**config.mk**
```make
export PLATFORM = sky130hd
export DESIGN_NAME = swsr_cfg
export DESIGN_NICKNAME = d
export VERILOG_FILES = /design/src/design/swsr_pkg.sv /design/src/design/swsr_cfg.sv
export SDC_FILE = /design/constraint.sdc
export NUM_CORES = 1
export LEC_CHECK = 0
export BUFFER_PORTS_ARGS = -buffer_cell sky130_fd_sc_hd__buf_2
export CAP_MARGIN = 10
export CORE_MARGIN = 1.5
export CORE_UTILIZATION = 30
export CTS_CLUSTER_DIAMETER = 150
export CTS_CLUSTER_SIZE = 20
export DETAILED_ROUTE_END_ITERATION = 8
export PLACE_DENSITY = 0.59
export SYNTH_ARGS = -nofsm -noshare
export SYNTH_HDL_FRONTEND = slang
export SYNTH_SLANG_ARGS = --single-unit
```
**constraint.sdc**
```tcl
create_clock -name clk -period 0.8 [get_ports clk]
set_clock_uncertainty 0.05 [all_clocks]
set_input_delay 0.08 -clock clk [delete_from_list [all_inputs] [get_ports clk]]
set_output_delay 0.08 -clock clk [all_outputs]
set_load 0.01 [all_outputs]
```
**src/design/swsr_pkg.sv**
```systemverilog
// Shared types, constants and reset values for the single-wire sensor reader.
package swsr_pkg;

    // Frame and counter geometry
    localparam int FRAME_BITS        = 40;
    localparam int BIT_W             = $clog2(FRAME_BITS + 1);
    localparam int COUNT_WIDTH_DEF   = 16;
    localparam int READING_W         = 32;

    // Configuration port
    localparam int CFG_W             = 16;
    localparam int CFG_IDX_W         = 8;
    localparam int NUM_CFG           = 4;

    localparam logic [CFG_IDX_W-1:0] CFG_START_LOW    = CFG_IDX_W'(0);
    localparam logic [CFG_IDX_W-1:0] CFG_RELEASE_WAIT = CFG_IDX_W'(1);
    localparam logic [CFG_IDX_W-1:0] CFG_SAMPLE_DELAY = CFG_IDX_W'(2);
    localparam logic [CFG_IDX_W-1:0] CFG_TIMEOUT      = CFG_IDX_W'(3);

    localparam logic [CFG_W-1:0] START_LOW_RST    = CFG_W'(2000);
    localparam logic [CFG_W-1:0] RELEASE_WAIT_RST = CFG_W'(42);
    localparam logic [CFG_W-1:0] SAMPLE_DELAY_RST = CFG_W'(30);
    localparam logic [CFG_W-1:0] TIMEOUT_RST      = CFG_W'(1000);

    typedef enum logic [2:0] {
        PH_IDLE      = 3'd0,
        PH_START     = 3'd1,
        PH_RELEASE   = 3'd2,
        PH_RESP_LOW  = 3'd3,
        PH_RESP_HIGH = 3'd4,
        PH_BIT_LOW   = 3'd5,
        PH_BIT_SAMPLE = 3'd6,
        PH_BIT_HIGH  = 3'd7
    } phase_t;

    typedef enum logic [1:0] {
        ST_OK         = 2'd0,
        ST_STUCK_LOW  = 2'd1,
        ST_STUCK_HIGH = 2'd2,
        ST_CHECKSUM   = 2'd3
    } status_t;

    typedef struct packed {
        logic                 drive_low;
        logic                 busy_res;
        logic                 done_res;
        status_t              status;
        logic [READING_W-1:0] reading;
    } result_t;

endpackage

```
**src/design/swsr_cfg.sv**
```systemverilog
// Configuration register file with limits clamped to the tick counter width.
module swsr_cfg
    import swsr_pkg::*;
#(
    parameter int COUNT_WIDTH = COUNT_WIDTH_DEF
)
(
    input  logic                                clk,
    input  logic                                rst_n,
    input  logic                                wr_en,
    input  logic [CFG_IDX_W-1:0]                wr_index,
    input  logic [CFG_W-1:0]                    wr_data,
    output logic [NUM_CFG-1:0][COUNT_WIDTH-1:0] limit
);

    logic [NUM_CFG-1:0][CFG_W-1:0] cfg_reg;

    always_ff @(posedge clk or negedge rst_n)
    begin
        if (!rst_n)
        begin
            cfg_reg[CFG_START_LOW[1:0]]    <= START_LOW_RST;
            cfg_reg[CFG_RELEASE_WAIT[1:0]] <= RELEASE_WAIT_RST;
            cfg_reg[CFG_SAMPLE_DELAY[1:0]] <= SAMPLE_DELAY_RST;
            cfg_reg[CFG_TIMEOUT[1:0]]      <= TIMEOUT_RST;
        end
        else if (wr_en)
        begin
            unique case (wr_index)
                CFG_START_LOW:    cfg_reg[CFG_START_LOW[1:0]]    <= wr_data;
                CFG_RELEASE_WAIT: cfg_reg[CFG_RELEASE_WAIT[1:0]] <= wr_data;
                CFG_SAMPLE_DELAY: cfg_reg[CFG_SAMPLE_DELAY[1:0]] <= wr_data;
                CFG_TIMEOUT:      cfg_reg[CFG_TIMEOUT[1:0]]      <= wr_data;
                default:          ; // drop writes to unknown registers
            endcase
        end
    end

    // Clamp each register to what the tick counter can reach
    for (genvar i = 0; i < NUM_CFG; i++)
    begin : g_limit
        if (COUNT_WIDTH >= CFG_W)
        begin : g_wide
            assign limit[i] = COUNT_WIDTH'(cfg_reg[i]);
        end
        else
        begin : g_narrow
            assign limit[i] = (|cfg_reg[i][CFG_W-1:COUNT_WIDTH]) ? '1
                                                                 : cfg_reg[i][COUNT_WIDTH-1:0];
        end
    end

endmodule

```
==> results.md <==
- Endpoints failing setup: 128
- Hold Crit Start: wr_data[15]
- R2R Setup Slk: -0.28 ns
- Pre-CTS setup slack: -0.760 ns
- RSZ-0062 raised after global routing: yes
- Sw Share: 23.1%
- Max Used Layer: met4
- Worst slew pin tran: 0.273 ns
- Ys Warns: 0
- Final RePlAce weighted congestion: 0.670
- Vias per cell: 4.44
- R2r endpoint: limit[3]$_DFFE_PN0P_
- Yosys reg bits: 64
- NetSw: 1680 uW
- Diodes inserted: 0
- Sequential fraction of the synthesis area: 65.0%
- Share of layout cells above drive strength 1: 83.8%
- # DRC: 0
- Share of the synthesized area in the top cell type: 45.1%
- Crit path launch type: input pin
- Vias: 1727
- Pwr per Cell Area: 1790 nW/um^2
- M1 wire length: 2740 microns
- Max Transition Viols Final: 0
- Die height: 94.3 microns
- Clk network pwr share: 38.8%
- Core area: 8130 sq um
- DRT antenna net count: 0
- Drt pass-1 iters: 2
- Post-Route WL: 5980 microns
- Worst vdd rail ir drop: 0.957 mV
- Largest net degree at the start of global routing: 39
- Met3 routed WL: 434 microns
- H-tree levels: 3
- Worst Hold End: limit[15]$_DFFE_PN0P_
- Initial Util: 30.7%
- Number of port buffers: 90
- CTS Buf Count: 9
- Syn_nets: 167
- Die width: 94.3 microns
- Nets: 306
- Root Buffer: clkbuf_8
- First-pass GRT wire length: 9550 microns
- Status: complete, but fails checks
- Static Leakage: 0.00214 uW
- Final period utilization: 140%
- Placed Cells: 349
- Fmax: 891 MHz
- Area Overhead vs Synth: 62.5%
- Sequential fraction of design power: 48.5%
- WL/cell: 15.4 microns
- Slew HR: 81.8%
- Netlist cell types: 12
- Tmin final: 1.12 ns
- Hold Crit Class: input pin to flip-flop
- Worst-path clk slew: 0.07 ns
- CTS tree: done
- Met2 WL: 2680 microns
- Failing checks: hold timing, setup timing
- DR iter-0 viols: 12
- Crit Path Class: input pin to flip-flop
- IO Count: 91
- Most common cell after layout, fill and taps aside: buf_6
- Hold Path Stages: 2
- CP max FO: 11
- Req. time, crit path: 0.98 ns
- CTS Buffer Depth: 2
- Hold_buf cts: 1
- Max_cap viols: 0
- Setup crit end kind: flip-flop
- Clock Latency Late Sink: 0.34 ns
- Final Hold Fails: 64
- Post-synthesis average cell area: 17.8 sq um
- Hold Slack: -0.0347 ns
- Die area: 8880 sq um
- Synth area leader: dfrtp_1
- Commonest cells after routing, fill and taps aside: 53 x buf_6, 49 x buf_2, 45 x dfrtp_1
- Layout fillers: 692
- Vias in the first global route: 1859
- Num rows: 33
- R2r startpoint: limit[3]$_DFFE_PN0P_
- Global route total overflow: 0
- Internal power: 5590 uW
- Detail Placement HPWL: 3910 microns
- Synth Cell Area: 2500 sq um
- Comb pwr share: 12.7%
- Final worst-path setup slack: -0.323 ns
- Max reg flops: 64
- Initial antenna violation count: 0
- Reg2Reg Depth: 3
- Crit path DAT: 1.30 ns
- Top cells by area, synth: dfrtp_1 45%, mux2_2 28%, dfstp_2 20%, buf_6 2.3%, nor4b_4 0.95%
- GRT Total Usage: 14.7%
- Final non-filler cell total: 389
- Gate Count Post-Synth: 140
- Clock sinks: 64
[metrics by stage]
step	area (sq um)	hold WS [ns]	util (%)	power [uW]	TNS, ns
after global routing	4060	-0.0485	49.9	7630	-38.11
final	4060	-0.0347	49.9	7270	-33.33
after detailed placement	3310	0.0333	40.6	4250	-41.33
after CTS	3930	-0.0537	48.3	7320	-32.78
after floorplan	2570	-0.266	-	3810	-31.26
after global placement	3310	0.0326	40.6	4230	-40.38
[Yosys cell counts (all sizes together)]
library cell  count
mux2             64
dfrtp            45
dfstp            19
buf               6
and4b             1
and4bb            1
nand4             1
nand4b            1
nor3              1
nor4b             1
[logic make-up (layout without fill, tap and decap cells)]
| group | count (synthesis) | after routing | synth area share, % |
|---|---|---|---|
| mux | 64 | 64 | 29.0 |
| flops | 64 | 64 | 65.0 |
| simple gates | 6 | 6 | 3.40 |
| buf+inv | 6 | 150 | 2.55 |
[routing by layer]
metal / vias to the layer above / GRT usage, %
met5: - / 0
met4: 0 / 7.84
met3: 11 / 5.10
met2: 74 / 22.2
met1: 862 / 18.2
li1: 780 / -
[worst max path at each step]
| stage | cells after the start | end | startpoint |
|---|---|---|---|
| 6_report | 5 | limit[27]$_DFFE_PN0P_ | wr_index[3] |
| 5_1_grt | 1 | limit[8] | limit[8]$_DFFE_PN1P_ |
| 4_1_cts | 1 | limit[9] | limit[9]$_DFFE_PN1P_ |
| 3_5_place_dp | 5 | limit[16]$_DFFE_PN0P_ | wr_index[2] |
| 3_3_place_gp | 5 | limit[12]$_DFFE_PN0P_ | wr_index[2] |
| 2_1_floorplan | 5 | limit[22]$_DFFE_PN0P_ | wr_index[2] |
[worst max-delay path: stages]
cell,delay [ns]
buf_6,0.09
nor4b_4,0.32
and4b_2,0.33
buf_12,0.16
mux2_4,0.30
[area by class of cell]
type                    count  area [sq um]  area share (%)
clock buffers              11           151            3.73
clock inverters             5          55.1            1.36
multi-input cells          70           937            23.1
flip-flops and latches     64          1630            40.0
well taps                 105           131            3.24
repair buffers            134          1160            28.6
[repair_timing]
action | in CTS | in global routing
setup buffers | 14 | 9
endpoints found under the hold margin | 128 | 64
setup endpoints to repair | 128 | 128
gates resized for setup | 58 | 12
pin swaps | 1 | 2
[power by group through the flow]
stage | clock, uW | combinational [uW] | sequential, uW
3_3_place_gp | 0 | 676 | 3560
4_1_cts | 2930 | 875 | 3520
3_5_place_dp | 0 | 688 | 3560
6_report | 2820 | 922 | 3530
2_1_floorplan | 0 | 179 | 3630
5_1_grt | 3090 | 996 | 3540
Note: power is estimated with default switching activity, not from simulation.
