<file path="src/design/swsr_pkg.sv">
// Shared types, constants and reset values for the single-wire sensor reader.
package swsr_pkg;

    // Frame and counter geometry
    localparam int FRAME_BITS        = 40;
    localparam int BIT_W             = $clog2(FRAME_BITS + 1);
    localparam int COUNT_WIDTH_DEF   = 16;
    localparam int READING_W         = 32;

    // Configuration port
    localparam int CFG_W             = 16;
    localparam int CFG_IDX_W         = 8;
    localparam int NUM_CFG           = 4;

    localparam logic [CFG_IDX_W-1:0] CFG_START_LOW    = CFG_IDX_W'(0);
    localparam logic [CFG_IDX_W-1:0] CFG_RELEASE_WAIT = CFG_IDX_W'(1);
    localparam logic [CFG_IDX_W-1:0] CFG_SAMPLE_DELAY = CFG_IDX_W'(2);
    localparam logic [CFG_IDX_W-1:0] CFG_TIMEOUT      = CFG_IDX_W'(3);

    localparam logic [CFG_W-1:0] START_LOW_RST    = CFG_W'(2000);
    localparam logic [CFG_W-1:0] RELEASE_WAIT_RST = CFG_W'(42);
    localparam logic [CFG_W-1:0] SAMPLE_DELAY_RST = CFG_W'(30);
    localparam logic [CFG_W-1:0] TIMEOUT_RST      = CFG_W'(1000);

    typedef enum logic [2:0] {
        PH_IDLE      = 3'd0,
        PH_START     = 3'd1,
        PH_RELEASE   = 3'd2,
        PH_RESP_LOW  = 3'd3,
        PH_RESP_HIGH = 3'd4,
        PH_BIT_LOW   = 3'd5,
        PH_BIT_SAMPLE = 3'd6,
        PH_BIT_HIGH  = 3'd7
    } phase_t;

    typedef enum logic [1:0] {
        ST_OK         = 2'd0,
        ST_STUCK_LOW  = 2'd1,
        ST_STUCK_HIGH = 2'd2,
        ST_CHECKSUM   = 2'd3
    } status_t;

    typedef struct packed {
        logic                 drive_low;
        logic                 busy_res;
        logic                 done_res;
        status_t              status;
        logic [READING_W-1:0] reading;
    } result_t;

endpackage

</file>
<file path="src/design/swsr_core.sv">
// Transfer state machine: advances one tick per accepted input transaction.
module swsr_core
    import swsr_pkg::*;
#(
    parameter int COUNT_WIDTH = COUNT_WIDTH_DEF
)
(
    input  logic                                clk,
    input  logic                                rst_n,
    input  logic                                step_en,
    input  logic                                start_request,
    input  logic                                line_level,
    input  logic [NUM_CFG-1:0][COUNT_WIDTH-1:0] limit,
    output result_t                             res_next
);

    phase_t                  phase_reg, phase_next;
    logic [COUNT_WIDTH-1:0]  cnt_reg, cnt_next, cnt_inc;
    logic [BIT_W-1:0]        bit_reg, bit_next, bit_inc;
    logic [FRAME_BITS-1:0]   frame_reg, frame_next, shifted, end_frame;
    status_t                 status_reg, status_next, fin_status;
    logic [READING_W-1:0]    reading_reg, reading_next, fin_reading;
    logic [7:0]              sum8;
    logic                    fin;
    logic                    wait_due;
    logic [COUNT_WIDTH-1:0]  start_lim, rel_lim, smp_lim, to_lim;

    assign start_lim = limit[CFG_START_LOW[1:0]];
    assign rel_lim   = limit[CFG_RELEASE_WAIT[1:0]];
    assign smp_lim   = limit[CFG_SAMPLE_DELAY[1:0]];
    assign to_lim    = limit[CFG_TIMEOUT[1:0]];

    assign cnt_inc   = (cnt_reg != '1) ? cnt_reg + 1'b1 : cnt_reg;
    assign bit_inc   = bit_reg + 1'b1;
    assign shifted   = {frame_reg[FRAME_BITS-2:0], line_level};
    assign end_frame = (phase_reg == PH_BIT_SAMPLE) ? shifted : frame_reg;
    assign sum8      = end_frame[39:32] + end_frame[31:24] + end_frame[23:16] + end_frame[15:8];
    // A fresh level wait starts at one tick; due at once when the timeout is one or less
    assign wait_due  = (to_lim <= COUNT_WIDTH'(1));

    // Next state
    always_comb
    begin
        phase_next   = phase_reg;
        cnt_next     = cnt_reg;
        bit_next     = bit_reg;
        frame_next   = frame_reg;
        fin          = 1'b0;
        fin_status   = ST_OK;
        fin_reading  = '0;

        unique case (phase_reg)
            PH_IDLE:
            begin
                if (start_request)
                begin
                    phase_next = PH_START;
                    cnt_next   = COUNT_WIDTH'(1);
                    bit_next   = '0;
                    frame_next = '0;
                end
            end
            PH_START:
            begin
                if (cnt_reg >= start_lim)
                begin
                    phase_next = PH_RELEASE;
                    cnt_next   = '0;
                end
                else
                    cnt_next = cnt_inc;
            end
            PH_RELEASE:
            begin
                if (cnt_reg >= rel_lim)
                begin
                    cnt_next   = COUNT_WIDTH'(1);
                    phase_next = line_level ? PH_RESP_HIGH : PH_RESP_LOW;
                    fin        = wait_due;
                    fin_status = line_level ? ST_STUCK_HIGH : ST_STUCK_LOW;
                end
                else
                    cnt_next = cnt_inc;
            end
            PH_RESP_LOW:
            begin
                if (!line_level)
                begin
                    cnt_next   = cnt_inc;
                    fin        = (cnt_inc >= to_lim);
                    fin_status = ST_STUCK_LOW;
                end
                else
                begin
                    phase_next = PH_RESP_HIGH;
                    cnt_next   = COUNT_WIDTH'(1);
                    fin        = wait_due;
                    fin_status = ST_STUCK_HIGH;
                end
            end
            PH_RESP_HIGH:
            begin
                if (line_level)
                begin
                    cnt_next   = cnt_inc;
                    fin        = (cnt_inc >= to_lim);
                    fin_status = ST_STUCK_HIGH;
                end
                else
                begin
                    phase_next = PH_BIT_LOW;
                    cnt_next   = COUNT_WIDTH'(1);
                    fin        = wait_due;
                    fin_status = ST_STUCK_LOW;
                end
            end
            PH_BIT_LOW:
            begin
                if (!line_level)
                begin
                    cnt_next   = cnt_inc;
                    fin        = (cnt_inc >= to_lim);
                    fin_status = ST_STUCK_LOW;
                end
                else
                begin
                    phase_next = PH_BIT_SAMPLE;
                    cnt_next   = '0;
                end
            end
            PH_BIT_SAMPLE, PH_BIT_HIGH:
            begin
                if (phase_reg == PH_BIT_SAMPLE)
                    cnt_next = cnt_inc;
                if (phase_reg == PH_BIT_SAMPLE && cnt_inc < smp_lim)
                begin
                    // hold until the sample point
                end
                else if (phase_reg == PH_BIT_SAMPLE && line_level)
                begin
                    frame_next = shifted;
                    phase_next = PH_BIT_HIGH;
                    cnt_next   = COUNT_WIDTH'(1);
                    fin        = wait_due;
                    fin_status = ST_STUCK_HIGH;
                end
                else if (phase_reg == PH_BIT_HIGH && line_level)
                begin
                    cnt_next   = cnt_inc;
                    fin        = (cnt_inc >= to_lim);
                    fin_status = ST_STUCK_HIGH;
                end
                else
                begin
                    // falling edge, or a zero sample: close the bit
                    frame_next = end_frame;
                    bit_next   = bit_inc;
                    if (bit_inc >= BIT_W'(FRAME_BITS))
                    begin
                        fin = 1'b1;
                        if (sum8 == end_frame[7:0])
                        begin
                            fin_status  = ST_OK;
                            fin_reading = end_frame[FRAME_BITS-1:8];
                        end
                        else
                            fin_status = ST_CHECKSUM;
                    end
                    else
                    begin
                        phase_next = PH_BIT_LOW;
                        cnt_next   = COUNT_WIDTH'(1);
                        fin        = wait_due;
                        fin_status = ST_STUCK_LOW;
                    end
                end
            end
        endcase

        status_next  = status_reg;
        reading_next = reading_reg;
        if (fin)
        begin
            phase_next   = PH_IDLE;
            cnt_next     = '0;
            status_next  = fin_status;
            reading_next = fin_reading;
        end
    end

    // Result fields show the state after this tick
    always_comb
    begin
        res_next.drive_low = (phase_next == PH_START);
        res_next.busy_res  = (phase_next != PH_IDLE);
        res_next.done_res  = fin;
        res_next.status    = status_next;
        res_next.reading   = reading_next;
    end

    always_ff @(posedge clk or negedge rst_n)
    begin
        if (!rst_n)
        begin
            phase_reg   <= PH_IDLE;
            cnt_reg     <= '0;
            bit_reg     <= '0;
            frame_reg   <= '0;
            status_reg  <= ST_OK;
            reading_reg <= '0;
        end
        else if (step_en)
        begin
            phase_reg   <= phase_next;
            cnt_reg     <= cnt_next;
            bit_reg     <= bit_next;
            frame_reg   <= frame_next;
            status_reg  <= status_next;
            reading_reg <= reading_next;
        end
    end

    a_drive_in_transfer: assert property (@(posedge clk) disable iff (!rst_n)
        res_next.drive_low |-> res_next.busy_res)
        else $error("line driven low outside a transfer");

    a_done_leaves_idle: assert property (@(posedge clk) disable iff (!rst_n)
        res_next.done_res |-> !res_next.busy_res)
        else $error("transfer ended but block still busy");

    a_bit_index_bound: assert property (@(posedge clk) disable iff (!rst_n)
        bit_reg <= BIT_W'(FRAME_BITS))
        else $error("bit index ran past the frame");

    a_status_holds: assert property (@(posedge clk) disable iff (!rst_n)
        step_en && !res_next.done_res |=> $stable(status_reg) && $stable(reading_reg))
        else $error("status changed without a transfer ending");

    a_idle_stays: assert property (@(posedge clk) disable iff (!rst_n)
        step_en && phase_reg == PH_IDLE && !start_request |=> phase_reg == PH_IDLE)
        else $error("left idle without a start request");

endmodule

</file>
<file path="config.mk">
export PLATFORM = sky130hd
export DESIGN_NAME = swsr_core
export DESIGN_NICKNAME = d
export VERILOG_FILES = /design/src/design/swsr_pkg.sv /design/src/design/swsr_core.sv
export SDC_FILE = /design/constraint.sdc
export NUM_CORES = 1
export LEC_CHECK = 0
export BUFFER_PORTS_ARGS = -buffer_cell sky130_fd_sc_hd__buf_2
export CAP_MARGIN = 10
export CORE_MARGIN = 5
export CORE_UTILIZATION = 64
export DETAILED_ROUTE_END_ITERATION = 10
export HOLD_SLACK_MARGIN = 0.15
export MAX_ROUTING_LAYER = met4
export PLACE_DENSITY_LB_ADDON = 0.15
export SLEW_MARGIN = 30
export SYNTH_ARGS = -nofsm -noshare
export SYNTH_HDL_FRONTEND = slang
export SYNTH_SLANG_ARGS = --single-unit
</file>
<file path="constraint.sdc">
create_clock -name clk -period 12.3 [get_ports clk]
set_input_delay 2.46 -clock clk [delete_from_list [all_inputs] [get_ports clk]]
set_output_delay 2.46 -clock clk [all_outputs]
set_load 0.02 [all_outputs]
</file>
==> results.md, run 1 <==
* Clock Path Buffers at 2
* Detail Route Antenna Nets at 0
* Hold-fix buffers, CTS at 0
* Insertion delay to the later sink of the worst-skew pair at 0.35 ns
* Critical Path AT at 6.41 ns
* Dpl hpwl at 15.7 mm
* Inst Count DP at 1216
* Layout cells sized above 1 at 0.158
* WL per Instance at 16.8 um
* NetSw at 0.356 mW
* Initial drt markers at 818
* Synth warnings at 0
* Fin. Hold Viols at 0
* Initial antenna violation count at 0
* Max stage delay on crit path at 0.65 ns
* Total Routing Usage GR at 0.290
* RSZ-0062 raised after global routing: false
* # fillers at 1032
* Syn_area_per_cell at 8.39 um2
* Post-DP Area at 0.00884 mm2
* Seq cells post-synth at 99
* Total Wirelength at 20.7 mm
* Yosys top cell area share at 0.300
* Nets@finish at 1211
* Clock Pin Slew Worst Setup and Hold Paths at 0.08 ns
* PwrDens at 103 mW/mm2
* H-Tree Depth at 3
* Layout area overhead at 10.5%
* Critical Path End Type: output pin
* Router iterations before antenna repair at 5
* Synth area leaders: dfrtp_1 30%, ha_1 11%, nand2_1 6.6%
* CTS tree: yes
* Gr ovfl total at 0
* Clock network fraction of total power at 0.304
* Area leader, netlist: dfrtp_1
* Die height at 124 um
* Metal3 WL at 2.07 mm
* EDFF count, synth at 0
* Clk root buf: clkbuf_16
* Worst path slowest cell: dfrtp_1
* Buffers & Inverters on Critical Path at 7
* IO Pins at 106
* Async S/R FF share, synth at 1.00
* Cells after synthesis at 986
* Row cnt at 41
* Max_slew headroom at 0.364
* CP Launch Type: flop
* Finished Core Util at 0.721
* Max Fanout on Critical Path at 46
* Vias in the first global route at 6826
* Comb power frac at 0.301
* DRC at 0
* ANT cells at 0
* Max frequency at 0.113 GHz
* Effective utilization at floorplan at 0.653
* Post-CTS Setup Inserts at 0
* Clk_skew at 0.00656 ns
* Fin. max-slew vios at 0
* Max-Cap Viols at 0
* Post_cts resized at 0
* Core ar. at 0.0127 mm2
* Setup violations, final at 0
* Post-synthesis sequential area ratio at 0.300
* Post-route setup TNS at 0 ns
* Drt via density at 6.14
* GP Congestion at 0.929
* Post-Syn Nets at 1142
* Internal at 0.582 mW
* Most repeated library cell on the critical path: inv_1
* Design Area, Final at 0.00914 mm2
* Met2 Wirelength at 8.74 mm
* Sequential share of power at 0.395
* WP data required at 9.84 ns
* Final worst slack at 3.43 ns
* Post-Layout Cell Count at 1232
* Top Metal Used: met4
* Status: complete, no violations
* Final Cycle Share at 0.721
* Largest net degree at the start of global routing at 64
* Tmin final at 8.87 ns
* Num CTS Buffers at 9
* Total Die Area at 0.0153 mm2
* Crit path cell chain: and3b_2 > buf_4 > mux2i_1 > inv_1 > fa_1 > inv_1 > fa_1 > inv_1 > ha_1 > inv_1 > fa_1 > xnor2_1 > xor2_1 > o22ai_1 > o221a_1 > o221ai_1 > nor3_1 > nand2_2 > buf_4 > o21ai_0 > buf_2
* Die width at 124 um
* Largest register FFs at 40
* Mapped Area at 0.00827 mm2
* Hold_ws at 0.478 ns
* LEAKAGE at 4.61 nW
* Global-route wire length before repair at 34.1 mm
* Most frequent cell after synthesis: nand2_1
* Crit path max-delay family: adder cells
* Synth cell count leaders: 146 x nand2_1, 110 x inv_1, 99 x dfrtp_1, 82 x o21ai_0, 73 x ha_1
* Hold/Removal Path Class: flop to flop
* Maximum vdd drop at 0.0633 mV
* Synth cell types at 74
* Worst-Margin Slew at 0.953 ns
* Clock sink count at 99
* Worst slack, placed at 3.85 ns
* Total power at 0.938 mW
* CP Class: flop to output pin
* Most used DFF post-synth: dfrtp_1
* Sw Share at 0.380
* Number of port buffers at 105
* Vias at 7559
* DRT met1 WL at 9.67 mm
==> path summary, 6_finish.rpt <==
check / startpoint / to / slack, ns / cells past startpoint
setup / recovery: phase_reg[0]$_DFFE_PN0P_ / res_next[8] / 3.43 / 21
hold / removal: reading_reg[5]$_DFFE_PN0P_ / reading_reg[5]$_DFFE_PN0P_ / 0.48 / 2
setup reg to reg: phase_reg[0]$_DFFE_PN0P_ / reading_reg[19]$_DFFE_PN0P_ / 6.20 / 20
hold reg to reg: reading_reg[5]$_DFFE_PN0P_ / reading_reg[5]$_DFFE_PN0P_ / 0.48 / 2
max in group asynchronous: rst_n / bit_reg[2]$_DFFE_PN0P_ / 9.05 / 2
min in group asynchronous: rst_n / cnt_reg[8]$_DFFE_PN0P_ / 2.06 / 1
==> kinds of logic (layout without fill, tap and decap cells) <==
family                     after synthesis  in the layout  share of synthesized area
buffers and inverters                  165            239                     0.0794
and+or+nand+nor                        290            290                      0.163
xor gates and xnor gates                29             29                     0.0340
AOI/OAI and AO/OA                      273            273                      0.227
muxes                                   43             43                     0.0528
adders and majority gates               87             87                      0.144
DFF                                     99             99                      0.300
==> worst reg2reg max path, delay by kind of cell (launching register included) <==
kind                     cells  cell delay [ns]
adder cells (fa/ha/maj)      4             1.56
buffers and inverters        6             1.15
AND/OR/NAND/NOR              3             0.97
AO/OA/AOI/OAI                4             0.80
flip-flops                   1             0.65
multiplexers                 1             0.49
XOR/XNOR                     2             0.39
==> placed cells by master (no fill, tap or decap), types with 21 or more instances in the layout <==
cell and count:
buf_2 104, ha_1 73, a21oi_1 32, xnor2_1 22
o31ai_1 36, nand2_1 144, nand3_1 23, nor2_1 43
mux2i_1 38, o21ai_0 81, dfrtp_1 99, o21ai_2 21
inv_1 110
==> power by group through the flow <==
| stage | Clock, mW | Sequential [mW] | Combinational [mW] |
|---|---|---|---|
| global placement | 0 | 0.374 | 0.272 |
| CTS | 0.289 | 0.369 | 0.278 |
| finish | 0.285 | 0.371 | 0.282 |
| detailed placement | 0 | 0.375 | 0.276 |
| floorplan | 0 | 0.349 | 0.224 |
| global route | 0.304 | 0.374 | 0.316 |
==> final cells by class <==
type,instances,area (um2),area share
repair buffers,111,573,0.0627
clock inverters,6,56.3,0.00616
well taps,172,215,0.0235
multi-input cells,722,5160,0.564
inverters,112,420,0.0460
flip-flops and latches,99,2480,0.271
clock buffers,10,239,0.0261
==> per-layer routing <==
metal  global-route usage  vias to the layer above
met2                0.399                      341
met5                    -                        -
met3               0.0500                       21
met1                0.442                     3542
met4               0.0768                        0
li1                     -                     3655
Power figures use the tool's default switching activity.
==> inputs of run 2 (changes only) <==
- ABC_AREA: default -> 1
- CORE_UTILIZATION: 64 -> 55
- clock period: 12.3 -> 7.8 ns (I/O delays scaled with it)
==> run 2 against run 1 <==
- die area is 26% higher
- utilization is 11 points lower
- combinational power grew 140%
==> results.md, run 2 <==
* Layout area overhead at 9.89%
* WL per Instance at 15.7 um (-6.7%)
* Synth cell count leaders: 461 x nand2_1, 198 x inv_1, 109 x nand3_1, 106 x o21ai_0, 99 x dfrtp_1
* Max Fanout on Critical Path at 47 (+2.2%)
* Max-Cap Viols at 0 (unchanged)
* Crit path cell chain: nand2_4 > nor2_8 > inv_4 > buf_4 > o21ai_0 > fa_1 > inv_1 > fa_1 > inv_1 > ha_1 > inv_1 > fa_1 > inv_1 > nand4_1 > nand3_1 > xor2_1 > nand3_1 > nand3_1 > nand3_2 > nor2_4 > nand4_4 > o21ai_0 > buf_2
* Synth warnings at 0 (unchanged)
* RSZ-0062 raised after global routing: false
* Yosys top cell area share at 0.271 (-0.0290)
* CTS tree: yes
* Sequential share of power at 0.343 (-0.052)
* # fillers at 1676 (+62%)
* Commonest non-fill, non-tap cell in the layout: nand2_1
* Insertion delay to the later sink of the worst-skew pair at 0.35 ns (about the same)
* Worst hold path cell count at 2 (unchanged)
* Nets@finish at 1627 (+34%)
* CP Launch Type: flop
* ANT cells at 0 (unchanged)
* Tmin final at 7.16 ns
* Crit path max-delay family: simple AND/OR/NAND/NOR gates
* Number of port buffers at 105 (unchanged)
* Total Routing Usage GR at 0.286 (-0.00444)
* Max frequency at 0.140 GHz
* Clock Path Buffers at 2 (unchanged)
* Maximum vdd drop at 0.168 mV (+170%)
* Vias at 9335 (+23%)
* Post-route setup TNS at 0 ns (unchanged)
* Fin. Hold Viols at 0 (unchanged)
* LEAKAGE at 5.48 nW (+19%)
* Syn_area_per_cell at 6.55 um2 (-22%)
* IO Pins at 106 (unchanged)
* Total Die Area at 0.0193 mm2 (+26%)
* Max stage delay on crit path at 0.48 ns (-0.17 ns)
* Effective utilization at floorplan at 0.556 (-0.0967)
* Vias in the first global route at 8611 (+26%)
* Mapped Area at 0.00916 mm2 (+11%)
* Commonest cells after routing, fill and taps aside: 461 x nand2_1, 196 x inv_1, 109 x nand3_1, 104 x buf_2, 102 x o21ai_0
* Core ar. at 0.0165 mm2 (+30%)
* DRC at 0 (unchanged)
* Global-route wire length before repair at 44.2 mm (+30%)
* Area leader, netlist: dfrtp_1
* Fin. max-slew vios at 0 (unchanged)
* Seq cells post-synth at 99 (unchanged)
* Most frequent cell after synthesis: nand2_1
* Worst reg2reg setup slack at 2.56 ns (-3.64 ns)
* Router iterations before antenna repair at 6 (+1)
* Synth cell types at 41 (-45%)
* Synth area leaders: dfrtp_1 27%, nand2_1 19%, ha_1 10%
* PwrDens at 170 mW/mm2 (+66%)
* CP Class: flop to output pin
* Setup violations, final at 0 (unchanged)
* Final Cycle Share at 0.918
* H-Tree Depth at 3 (unchanged)
* Critical Path AT at 5.60 ns (-0.81 ns)
* Clock network fraction of total power at 0.268 (-0.036)
* Initial drt markers at 1140 (+39%)
* Post-Syn Nets at 1555 (+36%)
* Detail Route Antenna Nets at 0 (unchanged)
* Finished Core Util at 0.611 (-0.110)
* GP Congestion at 0.929 (about the same)
* WP data required at 6.24 ns (-3.60 ns)
* Max_slew headroom at 0.258 (-0.106)
* EDFF count, synth at 0 (unchanged)
* Comb power frac at 0.388 (+0.087)
* Post-synthesis sequential area ratio at 0.271 (-0.0290)
* Sw Share at 0.427 (+0.0475)
* Die height at 139 um (+12%)
* NetSw at 0.731 mW (+110%)
* Status: complete, no violations
* Die width at 139 um (+12%)
* Hold/Removal Path Class: flop to flop
* Clock sink count at 99 (unchanged)
* Most repeated library cell on the critical path: inv_1
* Clk root buf: clkbuf_16
* Drt via density at 5.51 (-10%)
* Clock Pin Slew Worst Setup and Hold Paths at 0.07 ns (about the same)
* Hold endpoint: reading_reg[29]$_DFFE_PN0P_
* Internal at 0.980 mW (+69%)
* Hold path startpoint: reading_reg[29]$_DFFE_PN0P_
* Worst-Margin Slew at 1.10 ns (+0.148 ns)
* Num CTS Buffers at 9 (unchanged)
* Layout cells sized above 1 at 0.114 (-0.0436)
* Worst R2R Start: cnt_reg[1]$_DFFE_PN0P_
* Dpl hpwl at 19.6 mm (+25%)
* Gr ovfl total at 0 (unchanged)
* Most used DFF post-synth: dfrtp_1
* Total Wirelength at 26.6 mm (+28%)
* Clk_skew at 0.00753 ns (+0.000965 ns)
* Row cnt at 47 (+15%)
* Critical Path End Type: output pin
* Buffers & Inverters on Critical Path at 7 (unchanged)
* Largest register FFs at 40 (unchanged)
* Largest net degree at the start of global routing at 56 (-13%)
* Async S/R FF share, synth at 1.00 (unchanged)
* Reg2reg end: frame_reg[33]$_DFFE_PN0P_
* Worst path slowest cell: dfrtp_1
* Cells after synthesis at 1399 (+42%)
* Initial antenna violation count at 0 (unchanged)
* Reg2reg path depth at 18 (-10%)
## run 2: cell types whose count changed after synthesis, moves of 30 or more
cell,change
inv_1,+88
mux2i_1,-37
nand2_1,+315
nand3_1,+86
nor2_1,+30
o31ai_1,-36
## run 2: metal layers
metal,part of all wire,vias up,track usage
met5,0,-,-
met4,0.012,0,0.0551
met3,0.086,31,0.0490
met2,0.42,400,0.403
met1,0.48,4274,0.432
li1,-,4630,-
## run 2: what timing repair did
item / 4_1_cts / 5_1_grt
hold buffers: 0 / 0
setup endpoints to repair: 0 / 1
gates resized for setup: 0 / 5
buffers inserted: 0 / 0
## run 2: tightest hold or removal path, delay by kind of cell, from the launching register on
family,cells,cell delay (ns)
AND/OR/NAND/NOR,2,0.11
flip-flops,1,0.34
## run 2: worst max-delay path by stage
stage	start	end	slack [ns]	cells past startpoint
global placement	phase_reg[2]$_DFFE_PN0P_	res_next[31]	1.02	23
finish	phase_reg[2]$_DFFE_PN0P_	res_next[0]	0.64	23
global route	phase_reg[2]$_DFFE_PN0P_	res_next[31]	0.15	22
detailed placement	phase_reg[2]$_DFFE_PN0P_	res_next[0]	0.87	23
CTS	phase_reg[2]$_DFFE_PN0P_	res_next[0]	0.45	23
floorplan	phase_reg[2]$_DFFE_PN0P_	res_next[0]	1.40	27
## run 2: cell type report
type | instances | area, um2 | area share
Multi-Input combinational cell | 1041 | 5630 | 0.560
Inverter | 202 | 761 | 0.0756
Clock inverter | 5 | 62.6 | 0.00622
Sequential cell | 99 | 2480 | 0.246
Timing Repair Buffer | 118 | 626 | 0.0622
Tap cell | 220 | 275 | 0.0274
Clock buffer | 10 | 229 | 0.0228
## run 2: kinds of logic after synthesis
group / share of synthesized area
and+or+nand+nor: 0.323
buffers and inverters: 0.114
AOI/OAI and AO/OA: 0.138
DFF: 0.271
adders and majority gates: 0.130
xor gates and xnor gates: 0.0230
muxes: 0.00109
## run 2: power groups by stage
stage                     logic (mW)  clock network, mW  registers, mW
after floorplan                0.480                  0          0.578
final                          0.664              0.459          0.587
after CTS                      0.655              0.466          0.586
after detailed placement       0.651                  0          0.596
after global placement         0.643                  0          0.595
after global routing           0.747              0.491          0.593
## run 2: through the flow
stage | cell area [um2] | cells | worst slack [ns] | total power [mW] | hold slack [ns]
global placement | 9760 | 1679 | 1.02 | 1.24 | 0.465
CTS | 10100 | 1694 | 0.454 | 1.71 | 0.484
global route | 10100 | 1695 | 0.146 | 1.83 | 0.512
finish | 10100 | 1695 | 0.643 | 1.71 | 0.480
detailed placement | 9760 | 1679 | 0.867 | 1.25 | 0.465
floorplan | 9160 | 1399 | 1.40 | 1.06 | 0.449
==> inputs of run 3 (changes only) <==
- CORE_UTILIZATION: 55 -> 65
- CTS_CLUSTER_SIZE: default -> 16
- clock period: 7.8 -> 8.7 ns (I/O delays scaled with it)
==> run 3 against run 2 <==
- die area shrank 14%
- global-route usage grew 4.3 points
- worst setup slack gained 0.15 ns
- total power shrank 10%
- first-iteration DRC count shrank 1.9%
- final cell count shrank 2.6%
- critical path depth is the same
- critical path type unchanged
- critical endpoint unchanged
- largest cell class unchanged
==> results.md, run 3 (same netlist as run 2, synthesis figures left out) <==
* Layout cells sized above 1 at 0.111 (-0.00241)
* Post-CTS Setup Inserts at 0 (unchanged)
* Total Die Area at 0.0166 mm2 (-14%)
* Largest net degree at the start of global routing at 57 (+1.8%)
* Die width at 129 um (-7.4%)
* # fillers at 1225 (-27%)
* Max-Cap Viols at 0 (unchanged)
* ANT cells at 0 (unchanged)
* H-Tree Depth at 3 (unchanged)
* Num CTS Buffers at 9 (unchanged)
* Status: complete, no violations
* Total power at 1.53 mW (-10%)
* LEAKAGE at 5.47 nW (-0.21%)
* Gr ovfl total at 0 (unchanged)
* Hold-fix buffers, CTS at 0 (unchanged)
* Critical Path AT at 6.17 ns (+0.57 ns)
* Initial drt markers at 1118 (-1.9%)
* Largest register FFs at 40 (unchanged)
* PwrDens at 153 mW/mm2 (-9.8%)
* Critical Path End Type: output pin
* Final worst slack at 0.790 ns (+0.146 ns)
* Clock Pin Slew Worst Setup and Hold Paths at 0.07 ns (about the same)
* Dpl hpwl at 18.6 mm (-5.2%)
* Insertion delay to the later sink of the worst-skew pair at 0.36 ns (about the same)
* Clock Path Buffers at 2 (unchanged)
* Initial antenna violation count at 0 (unchanged)
* WP data required at 6.96 ns (+0.72 ns)
* Core ar. at 0.0138 mm2 (-16%)
* Tmin final at 7.91 ns
* Layout area overhead at 9.02%
* Clk_skew at 0.00824 ns (+0.000717 ns)
* Final Cycle Share at 0.909
* Post-Layout Cell Count at 1651 (-2.6%)
* CP Class: flop to output pin
* Max frequency at 0.126 GHz
* Vias in the first global route at 8880 (+3.1%)
* Effective utilization at floorplan at 0.662 (+0.106)
* Max_slew headroom at 0.339 (+0.0811)
* Clock sink count at 99 (unchanged)
* Drt via density at 5.75 (+4.5%)
* Setup violations, final at 0 (unchanged)
* Total Wirelength at 25.7 mm (-3.4%)
* Number of port buffers at 105 (unchanged)
* Hold_ws at 0.480 ns (-0.000720 ns)
* DRC at 0 (unchanged)
* Global-route wire length before repair at 43.1 mm (-2.6%)
* Fin. Hold Viols at 0 (unchanged)
* Detail Route Antenna Nets at 0 (unchanged)
* GP Congestion at 0.967 (+4.0%)
* IO Pins at 106 (unchanged)
* CTS tree: yes
* Commonest cells after routing, fill and taps aside: 461 x nand2_1, 196 x inv_1, 109 x nand3_1, 106 x o21ai_0, 104 x buf_2
* Maximum vdd drop at 0.108 mV (-36%)
* Fin. max-slew vios at 0 (unchanged)
* Worst-Margin Slew at 0.984 ns (-0.117 ns)
* Commonest non-fill, non-tap cell in the layout: nand2_1
* Max Fanout on Critical Path at 56 (+19%)
* Row cnt at 43 (-8.5%)
* RSZ-0062 raised after global routing: false
* Router iterations before antenna repair at 8 (+2)
* Post_cts resized at 0 (unchanged)
* WL per Instance at 15.6 um (-0.82%)
* Worst slack, placed at 1.25 ns (+0.385 ns)
* Nets@finish at 1623 (-0.25%)
* Die height at 129 um (-7.4%)
* Vias at 9501 (+1.8%)
* Hold/Removal Path Class: flop to flop
* Clk root buf: clkbuf_16
* Post-route setup TNS at 0 ns (unchanged)
* Inst Count DP at 1635 (-2.6%)
* Total Routing Usage GR at 0.329 (+0.0434)
* CP Launch Type: flop
## run 3: cell types whose count changed in the layout (fill, tap and decap cells not counted), sizes merged
| cell | delta |
|---|---|
| buf | -4 |
| clkinv | +1 |
| clkinvlp | -1 |
## run 3: through the flow
step / cell area (um2) / utilization
3_3_place_gp: 9680 / 0.700
5_1_grt: 9980 / 0.722
3_5_place_dp: 9680 / 0.700
6_report: 9980 / 0.722
2_1_floorplan: 9160 / -
4_1_cts: 9970 / 0.721
## run 3: cell type report
| class | count | area (um2) | area share |
|---|---|---|---|
| multi-input combinational | 1041 | 5630 | 0.564 |
| sequential | 99 | 2480 | 0.248 |
| timing repair buffer | 114 | 599 | 0.0600 |
| clock buffer | 10 | 229 | 0.0229 |
| clock inverter | 5 | 60.1 | 0.00602 |
| inverter | 202 | 759 | 0.0761 |
| tap | 180 | 225 | 0.0226 |
## run 3: path summary, 6_finish.rpt
check | start | end | slack [ns] | depth (start not counted)
setup / recovery | phase_reg[2]$_DFFE_PN0P_ | res_next[0] | 0.79 | 23
hold reg to reg | reading_reg[11]$_DFFE_PN0P_ | reading_reg[11]$_DFFE_PN0P_ | 0.48 | 2
setup reg to reg | phase_reg[2]$_DFFE_PN0P_ | reading_reg[11]$_DFFE_PN0P_ | 2.97 | 24
min in group asynchronous | rst_n | cnt_reg[13]$_DFFE_PN0P_ | 1.38 | 1
max in group asynchronous | rst_n | reading_reg[17]$_DFFE_PN0P_ | 6.19 | 2
hold / removal | reading_reg[11]$_DFFE_PN0P_ | reading_reg[11]$_DFFE_PN0P_ | 0.48 | 2
## run 3: critical path, cell delays in order (launching register included)
cell     delay (ns)
dfrtp_1        0.51
nand2_4        0.14
nor2_8         0.44
inv_2          0.48
o21ai_0        0.51
fa_1           0.48
inv_1          0.08
fa_1           0.41
inv_1          0.07
ha_1           0.17
inv_1          0.06
fa_1           0.39
inv_1          0.09
nand3_1        0.07
nand3_1        0.09
xnor2_1        0.14
xnor2_1        0.13
nand3_1        0.10
nor2_2         0.15
nand3_2        0.12
nor2_4         0.17
nand4_4        0.41
o21ai_0        0.32
buf_2          0.21
## run 3: routing by layer
layer / part of all wire / vias to the layer above / track usage / routed length, um
li1: - / 4613 / - / -
met1: 0.44 / 4327 / 0.466 / 11300
met2: 0.43 / 512 / 0.485 / 11100
met3: 0.11 / 49 / 0.0527 / 2710
met4: 0.023 / 0 / 0.105 / 593
met5: 0 / - / - / 0
## run 3: power by group
| group | total, mW | internal [mW] | switching (mW) |
|---|---|---|---|
| clock | 0.414 | 0.224 | 0.191 |
| combinational | 0.590 | 0.171 | 0.420 |
| sequential | 0.527 | 0.483 | 0.0440 |
